--- src/rtl/ple_pkg.sv ---
package ple_pkg;

	// field widths of the command and result transfers
	localparam int unsigned CMD_W    = 3;
	localparam int unsigned VALUE_W  = 32;
	localparam int unsigned POS_W    = 5;
	localparam int unsigned STATUS_W = 2;
	localparam int unsigned COUNT_W  = 5;

	// index width broadcast to the cells, enough for the largest supported list
	localparam int unsigned CELL_IW = 6;

	// command codes
	localparam logic [CMD_W-1:0] CMD_INS_FRONT = 3'd0;
	localparam logic [CMD_W-1:0] CMD_INS_BACK  = 3'd1;
	localparam logic [CMD_W-1:0] CMD_INS_POS   = 3'd2;
	localparam logic [CMD_W-1:0] CMD_DEL_FRONT = 3'd3;
	localparam logic [CMD_W-1:0] CMD_DEL_BACK  = 3'd4;
	localparam logic [CMD_W-1:0] CMD_DEL_POS   = 3'd5;
	localparam logic [CMD_W-1:0] CMD_DUMP      = 3'd6;

	// status codes
	localparam logic [STATUS_W-1:0] STAT_OK     = 2'd0;
	localparam logic [STATUS_W-1:0] STAT_BADPOS = 2'd1;
	localparam logic [STATUS_W-1:0] STAT_EMPTY  = 2'd2;
	localparam logic [STATUS_W-1:0] STAT_FULL   = 2'd3;

	typedef struct packed {
		logic [CMD_W-1:0]          command;
		logic signed [VALUE_W-1:0] value;
		logic [POS_W-1:0]          position;
	} cmd_t;

	typedef struct packed {
		logic [STATUS_W-1:0]       status;
		logic signed [VALUE_W-1:0] element;
		logic [COUNT_W-1:0]        count;
		logic                      last;
	} result_t;

	// what every cell does in a cycle
	typedef enum logic [1:0] {
		CELL_HOLD,
		CELL_INS,
		CELL_DEL,
		CELL_ROT
	} cell_op_t;

	// control broadcast along the row
	typedef struct packed {
		cell_op_t                  op;
		logic [CELL_IW-1:0]        k;
		logic [CELL_IW-1:0]        tail;
		logic signed [VALUE_W-1:0] value;
	} cell_ctl_t;

endpackage

--- src/rtl/ple_cell.sv ---
module ple_cell #(
	parameter int unsigned IDX = 0
) (
	input  logic                               clk,
	input  ple_pkg::cell_ctl_t                 ctl,
	input  logic signed [ple_pkg::VALUE_W-1:0] left_val,
	input  logic signed [ple_pkg::VALUE_W-1:0] right_val,
	input  logic signed [ple_pkg::VALUE_W-1:0] head_val,
	output logic signed [ple_pkg::VALUE_W-1:0] val
);
	import ple_pkg::*;

	localparam logic [CELL_IW-1:0] ME = CELL_IW'(IDX);

	logic signed [VALUE_W-1:0] val_q;
	logic signed [VALUE_W-1:0] nxt;

	// pick the next content from the neighbours or the broadcast value
	always_comb begin
		nxt = val_q;
		unique case (ctl.op)
			CELL_INS: begin
				if (ME > ctl.k) begin
					nxt = left_val;
				end else if (ME == ctl.k) begin
					nxt = ctl.value;
				end
			end
			CELL_DEL: begin
				if (ME >= ctl.k && ME < ctl.tail) begin
					nxt = right_val;
				end
			end
			CELL_ROT: begin
				if (ME < ctl.tail) begin
					nxt = right_val;
				end else if (ME == ctl.tail) begin
					nxt = head_val;
				end
			end
			default: begin
				nxt = val_q;
			end
		endcase
	end

	// element storage, no reset needed
	always_ff @(posedge clk) begin
		val_q <= nxt;
	end

	assign val = val_q;

endmodule

--- config.mk ---
export PLATFORM = sky130hd
export DESIGN_NAME = ple_cell
export DESIGN_NICKNAME = d
export VERILOG_FILES = /design/src/rtl/ple_pkg.sv /design/src/rtl/ple_cell.sv
export SDC_FILE = /design/constraint.sdc
export NUM_CORES = 1
export LEC_CHECK = 0
export BUFFER_PORTS_ARGS = -buffer_cell sky130_fd_sc_hd__clkbuf_2
export CAP_MARGIN = 20
export CORE_MARGIN = 1.5
export CORE_UTILIZATION = 34
export CTS_CLUSTER_DIAMETER = 60
export CTS_CLUSTER_SIZE = 30
export DETAILED_ROUTE_END_ITERATION = 10
export GPL_TIMING_DRIVEN = 0
export PLACE_DENSITY_LB_ADDON = 0.15
export SYNTH_ARGS = -nofsm -noshare
export SYNTH_HDL_FRONTEND = slang
export SYNTH_SLANG_ARGS = --single-unit
export TNS_END_PERCENT = 100
--- constraint.sdc ---
create_clock -name clk -period 2.75 [get_ports clk]
set_clock_uncertainty 0.15 [all_clocks]
set_input_delay 0 -clock clk [delete_from_list [all_inputs] [get_ports clk]]
set_output_delay 0 -clock clk [all_outputs]
set_load 0.02 [all_outputs]
==> impl_summary.log, run 1 <==
INFO  metric status = finished, final reports clean
INFO  metric final_period_minus_worst_setup_slack = 2.04 ns
INFO  metric clock_sinks = 32
INFO  metric cts-root-buf = sky130_fd_sc_hd__clkbuf_8
INFO  metric synth_compound_area_share = 30.4%
INFO  metric place_ws = 0.463 ns
INFO  metric yosys.area_share.adder = 0%
INFO  metric hpwlAfterDp = 4500 um
INFO  metric setup_violations_final = 0
INFO  metric vdd.ir_drop.worst = 0.190 mV
INFO  metric flip_flop_count_of_the_largest_register_all_copies_and_words_added = 32
INFO  metric cpMaxStageDelayCell = sky130_fd_sc_hd__dlygate4sd3_1
INFO  metric final_max_slew_viol_count = 0
INFO  metric routabilityCongestion = 0.800
INFO  metric critical_path.max_fanout = 10
INFO  metric via_per_inst = 4.82
INFO  metric crit_chain = clkbuf_2, or3b_2, buf_2, clkbuf_1, o31a_1, a21oi_1, dlygate4sd3_1
INFO  metric leakagePower = 1.64 nW
INFO  metric timing.final.ws_setup = 0.710 ns
INFO  metric crit_family = buffers and inverters
INFO  metric synthDistinctLibCells = 17
INFO  metric post_synth_instance_area = 1970 um2
INFO  metric post_synth_mux_area_share = 0%
INFO  metric io_buffer_count = 141
INFO  metric detail_route.wirelength = 6590 um
INFO  metric floorplan.io_pins = 175
INFO  metric dominant_combinational_cell_family_by_area_after_synthesis = compound AO/OA/AOI/OAI gates
INFO  metric synthSimpleGateAreaFrac = 8.78%
INFO  metric postCtsSetupRepairBufs = 0
INFO  metric ys_seq_elements = 32
INFO  metric die_x = 79.0 um
INFO  metric grtUsageTotal = 21.8%
INFO  metric first_global_vias = 2462
INFO  metric timing.setup.critical_path_class = in2reg
INFO  metric rows = 27
INFO  metric unrepaired_setup_endpoints_after_global_routing = false
INFO  metric worstSetupStartpointType = input pin
INFO  metric clk_pin_slew_worst_paths = 0.07 ns
INFO  metric vias = 2446
INFO  metric deepest_clock_path_buffer_count = 2
INFO  metric cts_tree = done
INFO  metric proportion_of_synthesized_chip_area_in_sequential_cells = 48.9%
INFO  metric report.final.hold_viol_count = 0
INFO  metric max-slew-margin-rel = 55.7%
INFO  metric parity_gate_share_of_the_synthesized_area_counting_xor_and_xnor_cells = 0%
INFO  metric cts_max_level = 2
INFO  metric layout-drive-gt1-share = 35.9%
INFO  metric drcViolationCount = 0
INFO  metric detail_route.first_pass.iterations = 4
INFO  metric nets = 578
INFO  metric die_area = 6250 um2
INFO  metric critPathRequiredTime = 2.75 ns
INFO  metric timing.critical_path.buf_inv = 4
INFO  metric post_cts_resized = 0
INFO  metric syn-mean-instance-area = 8.85 um2
INFO  metric synthCells = 222
INFO  metric detail_route.wl_per_cell = 13.0 um
INFO  metric grt_antenna_before_repair = 0
INFO  metric critical_path.max_stage_delay = 0.58 ns
INFO  metric worst-endpoint-arrival = 2.04 ns
INFO  metric grt_max_degree = 18
INFO  metric ant_nets = 0
INFO  metric start_util = 35.5%
INFO  metric number_of_nets_produced_by_synthesis = 365
INFO  metric critical_path.endpoint_type = flip-flop
INFO  metric hold_buffers = 64
INFO  metric timing_worst_slew_pin_value = 0.665 ns
INFO  metric detail_route.iter0.violations = 99
INFO  metric period_utilization_post_route = 74.2%
INFO  metric floorplan.core_area = 5540 um2
INFO  metric yosysWarningCount = 0
INFO  metric antenna_cells_inserted = 0
INFO  metric max_freq = 490 MHz
INFO  metric cts_inserted_buffers = 5
INFO  metric overflow = 0
INFO  metric hold_path.class = in2reg
INFO  metric die_h = 79.0 um
INFO  metric power-per-cell-area = 375 nW/um2
INFO  metric wire_length_of_the_first_global_routing_pass = 10700 um
INFO  metric post_layout_util = 63.5%
INFO  metric cap_violations = 0
INFO  metric whs = 0.167 ns
INFO  metric synthToLayoutAreaGrowth = 79.1%
==> cells in the final DEF (no fill, tap or decap) <==
cell	count
sky130_fd_sc_hd__clkbuf_2	141
sky130_fd_sc_hd__dlygate4sd3_1	64
sky130_fd_sc_hd__inv_1	33
sky130_fd_sc_hd__nor2_1	33
sky130_fd_sc_hd__o21ai_0	32
sky130_fd_sc_hd__edfxtp_1	32
sky130_fd_sc_hd__a21oi_1	31
sky130_fd_sc_hd__o31a_1	30
sky130_fd_sc_hd__clkbuf_1	15
sky130_fd_sc_hd__clkbuf_8	5
sky130_fd_sc_hd__buf_6	4
sky130_fd_sc_hd__buf_2	2
sky130_fd_sc_hd__or3_1	2
sky130_fd_sc_hd__a31oi_1	2
sky130_fd_sc_hd__clkinv_1	2
sky130_fd_sc_hd__or4_4	1
sky130_fd_sc_hd__or3b_2	1
sky130_fd_sc_hd__nor4_1	1
sky130_fd_sc_hd__nand3_1	1
sky130_fd_sc_hd__nor3_1	1
sky130_fd_sc_hd__o22ai_4	1
sky130_fd_sc_hd__buf_16	1
==> Yosys cell counts, drive strengths merged <==
| cell type | n | share of area, % |
|---|---|---|
| o31a | 30 | 13 |
| nand3 | 1 | 0.25 |
| nor2 | 33 | 6.3 |
| or3 | 2 | 0.64 |
| inv | 33 | 6.3 |
| nor3 | 1 | 0.25 |
| a21oi | 31 | 7.9 |
| o22ai | 1 | 0.32 |
| clkbuf | 15 | 2.9 |
| or4 | 1 | 0.57 |
| o21ai | 32 | 8.1 |
| nor4 | 1 | 0.32 |
| a31oi | 2 | 0.64 |
| or3b | 1 | 0.45 |
| buf | 6 | 2.8 |
| edfxtp | 32 | 49 |
==> per-layer routing <==
layer | vias to the layer above | share of wire, % | GRT usage (%)
li1 | 1213 | - | -
met1 | 1106 | 41 | 25.7
met2 | 113 | 49 | 38.5
met3 | 14 | 7.5 | 5.29
met4 | 0 | 1.9 | 7.37
met5 | - | 0 | 0
==> cell families after synthesis <==
family / count (synthesis)
simple gates: 40
compound gates: 96
buf+inv: 54
flops: 32
==> tightest hold or removal path: stages <==
cell	delay (ns)
sky130_fd_sc_hd__clkbuf_2	0.09
sky130_fd_sc_hd__inv_1	0.08
sky130_fd_sc_hd__o22ai_4	0.20
==> power by group <==
part	switching, mW	leakage, nW	internal, mW
Sequential	0.0104	0.306	0.585
Combinational	0.183	1.29	0.206
Clock	0.170	0.0391	0.167
==> layout make-up <==
cell class              count  area [um2]
flip-flops and latches     32         961
repair buffers            206        1370
clock buffers               5        68.8
well taps                  72        90.1
inverters                  33         124
multi-input cells         136         783
clock inverters             2        7.51
plain buffers              21         111
fillers                   521        2020
==> per-stage QoR <==
| step | instance area [um2] | setup TNS, ns | instances | total power, mW |
|---|---|---|---|---|
| after detailed placement | 2800 | 0 | 436 | 0.904 |
| final | 3520 | 0 | 507 | 1.32 |
| after global placement | 2760 | -32.16 | 435 | 0.894 |
| after global routing | 3520 | 0 | 507 | 1.39 |
| after CTS | 3520 | 0 | 507 | 1.33 |
| after floorplan | 1970 | 0 | 222 | 0.760 |
==> worst paths after layout <==
check	start	endpoint	slack, ns	cells after the start
worst max-delay path	ctl[32]	val[1]	0.71	7
worst min-delay path	ctl[44]	val[1]	0.17	3
Power figures use the tool's default switching activity.
==> run 2, diff against run 1 <==
Settings changed: CORE_UTILIZATION 34 to 38.
Clock period 2.75 ns to 1.9 ns, I/O delays scaled along.
==> run 2 against run 1 <==
  * Count of clock-buffer cells in the layout up 1
  * Combinational power is 40% higher
  * Utilization rose by 9.0 points
  * Worst setup slack worse by 0.62 ns
  * First-iteration DRC count is 45% higher
  * Sequential power grew 45%
  * Clock power increased by 48%
  * Critical path depth decreased by 1
  * Wire length up 9.6%
  * Sequential share of layout area about the same
  * Worst hold slack lost 0.15 ns
  * Critical path type unchanged
  * Largest cell class unchanged
==> impl_summary.log, run 2 (synthesis gave the netlist of run 1 again) <==
INFO  metric status = finished, final reports clean
INFO  metric timing.setup.critical_path_class = in2reg
INFO  metric die_x = 74.9 um
INFO  metric via_per_inst = 4.83
INFO  metric min_delay_worst_endpoint = val[3]
INFO  metric final_period_minus_worst_setup_slack = 1.81 ns
INFO  metric regArea = 961 um2
INFO  metric dp.cells = 430
INFO  metric timing.setup.tns = 0 ns
INFO  metric detail_route.wl_per_cell = 14.4 um
INFO  metric crit_start = ctl[37]
INFO  metric die_area = 5610 um2
INFO  metric antenna_cells_inserted = 0
INFO  metric ant_nets = 0
INFO  metric critical_path.max_fanout = 16
INFO  metric max-slew-margin-rel = 55.3%
INFO  metric power.share.clock = 26.2%
INFO  metric layout-drive-gt1-share = 36.3%
INFO  metric hold_path.class = in2reg
INFO  metric deepest_clock_path_buffer_count = 2
INFO  metric detail_route.first_pass.iterations = 4
INFO  metric hpwlAfterDp = 4230 um
INFO  metric timing.final.ws_setup = 0.0876 ns
INFO  metric place_ws = -0.374 ns
INFO  metric rows = 25
INFO  metric floorplan.io_pins = 175
INFO  metric unrepaired_setup_endpoints_after_global_routing = false
INFO  metric wire_length_of_the_first_global_routing_pass = 10900 um
INFO  metric switching_share = 28.2%
INFO  metric whs = 0.0138 ns
INFO  metric final_common_cell = sky130_fd_sc_hd__clkbuf_2
INFO  metric cts-root-buf = sky130_fd_sc_hd__clkbuf_8
INFO  metric io_buffer_count = 141
INFO  metric nets = 578
INFO  metric max_freq = 552 MHz
INFO  metric detail_route.iter0.violations = 144
INFO  metric timing_worst_slew_pin_value = 0.671 ns
INFO  metric cap_violations = 0
INFO  metric finalPower = 1.90 mW
INFO  metric p_seq_share = 45.3%
INFO  metric detailed_place.area = 2770 um2
INFO  metric cts_inserted_buffers = 5
INFO  metric critical_path.endpoint_type = flip-flop
INFO  metric leakagePower = 1.65 nW
INFO  metric grtUsageTotal = 26.4%
INFO  metric internal_power = 1.37 mW
INFO  metric vdd.ir_drop.worst = 0.372 mV
INFO  metric cts_tree = done
INFO  metric worstSetupStartpointType = input pin
INFO  metric cts_max_level = 2
INFO  metric drcViolationCount = 0
INFO  metric vias = 2427
INFO  metric layout.cells.most_common_list = sky130_fd_sc_hd__clkbuf_2, sky130_fd_sc_hd__dlygate4sd3_1, sky130_fd_sc_hd__inv_1, sky130_fd_sc_hd__nor2_1
INFO  metric grt_antenna_before_repair = 0
INFO  metric postLayoutCellArea = 3520 um2
INFO  metric report.final.hold_viol_count = 0
INFO  metric fill_count = 371
INFO  metric critPathRequiredTime = 1.72 ns
INFO  metric start_util = 40.5%
INFO  metric routabilityCongestion = 0.846
INFO  metric flip_flop_count_of_the_largest_register_all_copies_and_words_added = 32
INFO  metric clk_pin_slew_worst_paths = 0.06 ns
INFO  metric power-per-cell-area = 541 nW/um2
INFO  metric floorplan.core_area = 4850 um2
INFO  metric overflow = 0
INFO  metric period_utilization_post_route = 95.4%
INFO  metric multiInputGateArea = 815 um2
INFO  metric synthToLayoutAreaGrowth = 79.0%
INFO  metric setup_violations_final = 0
INFO  metric timing.hold.worst_path_depth = 4
INFO  metric final_max_slew_viol_count = 0
INFO  metric combinationalPowerShare = 28.5%
INFO  metric die_h = 74.9 um
INFO  metric detail_route.wirelength = 7220 um
INFO  metric timing.hold.worst.start = head_val[3]
INFO  metric first_global_vias = 2474
INFO  metric grt_max_degree = 17
INFO  metric worst-endpoint-arrival = 1.63 ns
INFO  metric p_switching = 537 uW
INFO  metric post_layout_util = 72.6%
INFO  metric clock_sinks = 32
INFO  metric finalNonFillerCells = 502
[run 2: cell types whose count changed in the layout (fill, tap and decap cells not counted), sizes merged]
cell and change:
o22ai +1, buf -1, clkinv -1, clkbuf +1
[run 2: metal layers]
metal / vias to the layer above / wire (um) / global-route usage (%)
met1: 1057 / 2830 / 28.3
met2: 135 / 3580 / 47.9
li1: 1215 / - / -
met5: - / 0 / 0
met3: 20 / 559 / 5.89
met4: 0 / 260 / 14.3
[run 2: what timing repair did]
item / CTS / global route
setup buffers: 0 / 0
endpoints found under the hold margin: 32 / 0
gates resized for setup: 3 / 0
hold buffers: 64 / 0
endpoints found under the setup margin: 32 / 0
[run 2: cell type report]
type,count,area share [%]
Timing Repair Buffer,205,38.3
Sequential cell,32,27.3
Multi-Input combinational cell,137,23.2
Inverter,33,3.52
Buffer,21,3.17
Tap cell,67,2.38
Clock buffer,6,2.06
Clock inverter,1,0.142
[run 2: worst max path at each step]
stage,endpoint,slack [ns]
2_1_floorplan,val[0],0.04
3_3_place_gp,val[14],-0.34
3_5_place_dp,val[14],-0.37
4_1_cts,val[14],0.1
5_1_grt,val[22],0.02
6_report,val[15],0.09
[run 2: power groups by stage]
stage	combinational [mW]	clock, mW	sequential (mW)
global route	0.589	0.518	0.868
detailed placement	0.421	0	0.876
finish	0.544	0.498	0.862
global placement	0.418	0	0.875
CTS	0.533	0.505	0.861
floorplan	0.152	0	0.950
[run 2: worst max-delay path, stage by stage]
cell,delay (ns)
sky130_fd_sc_hd__clkbuf_2,0.08
sky130_fd_sc_hd__or4_4,0.53
sky130_fd_sc_hd__buf_6,0.16
sky130_fd_sc_hd__clkbuf_1,0.24
sky130_fd_sc_hd__nor3_4,0.34
sky130_fd_sc_hd__o22ai_4,0.26
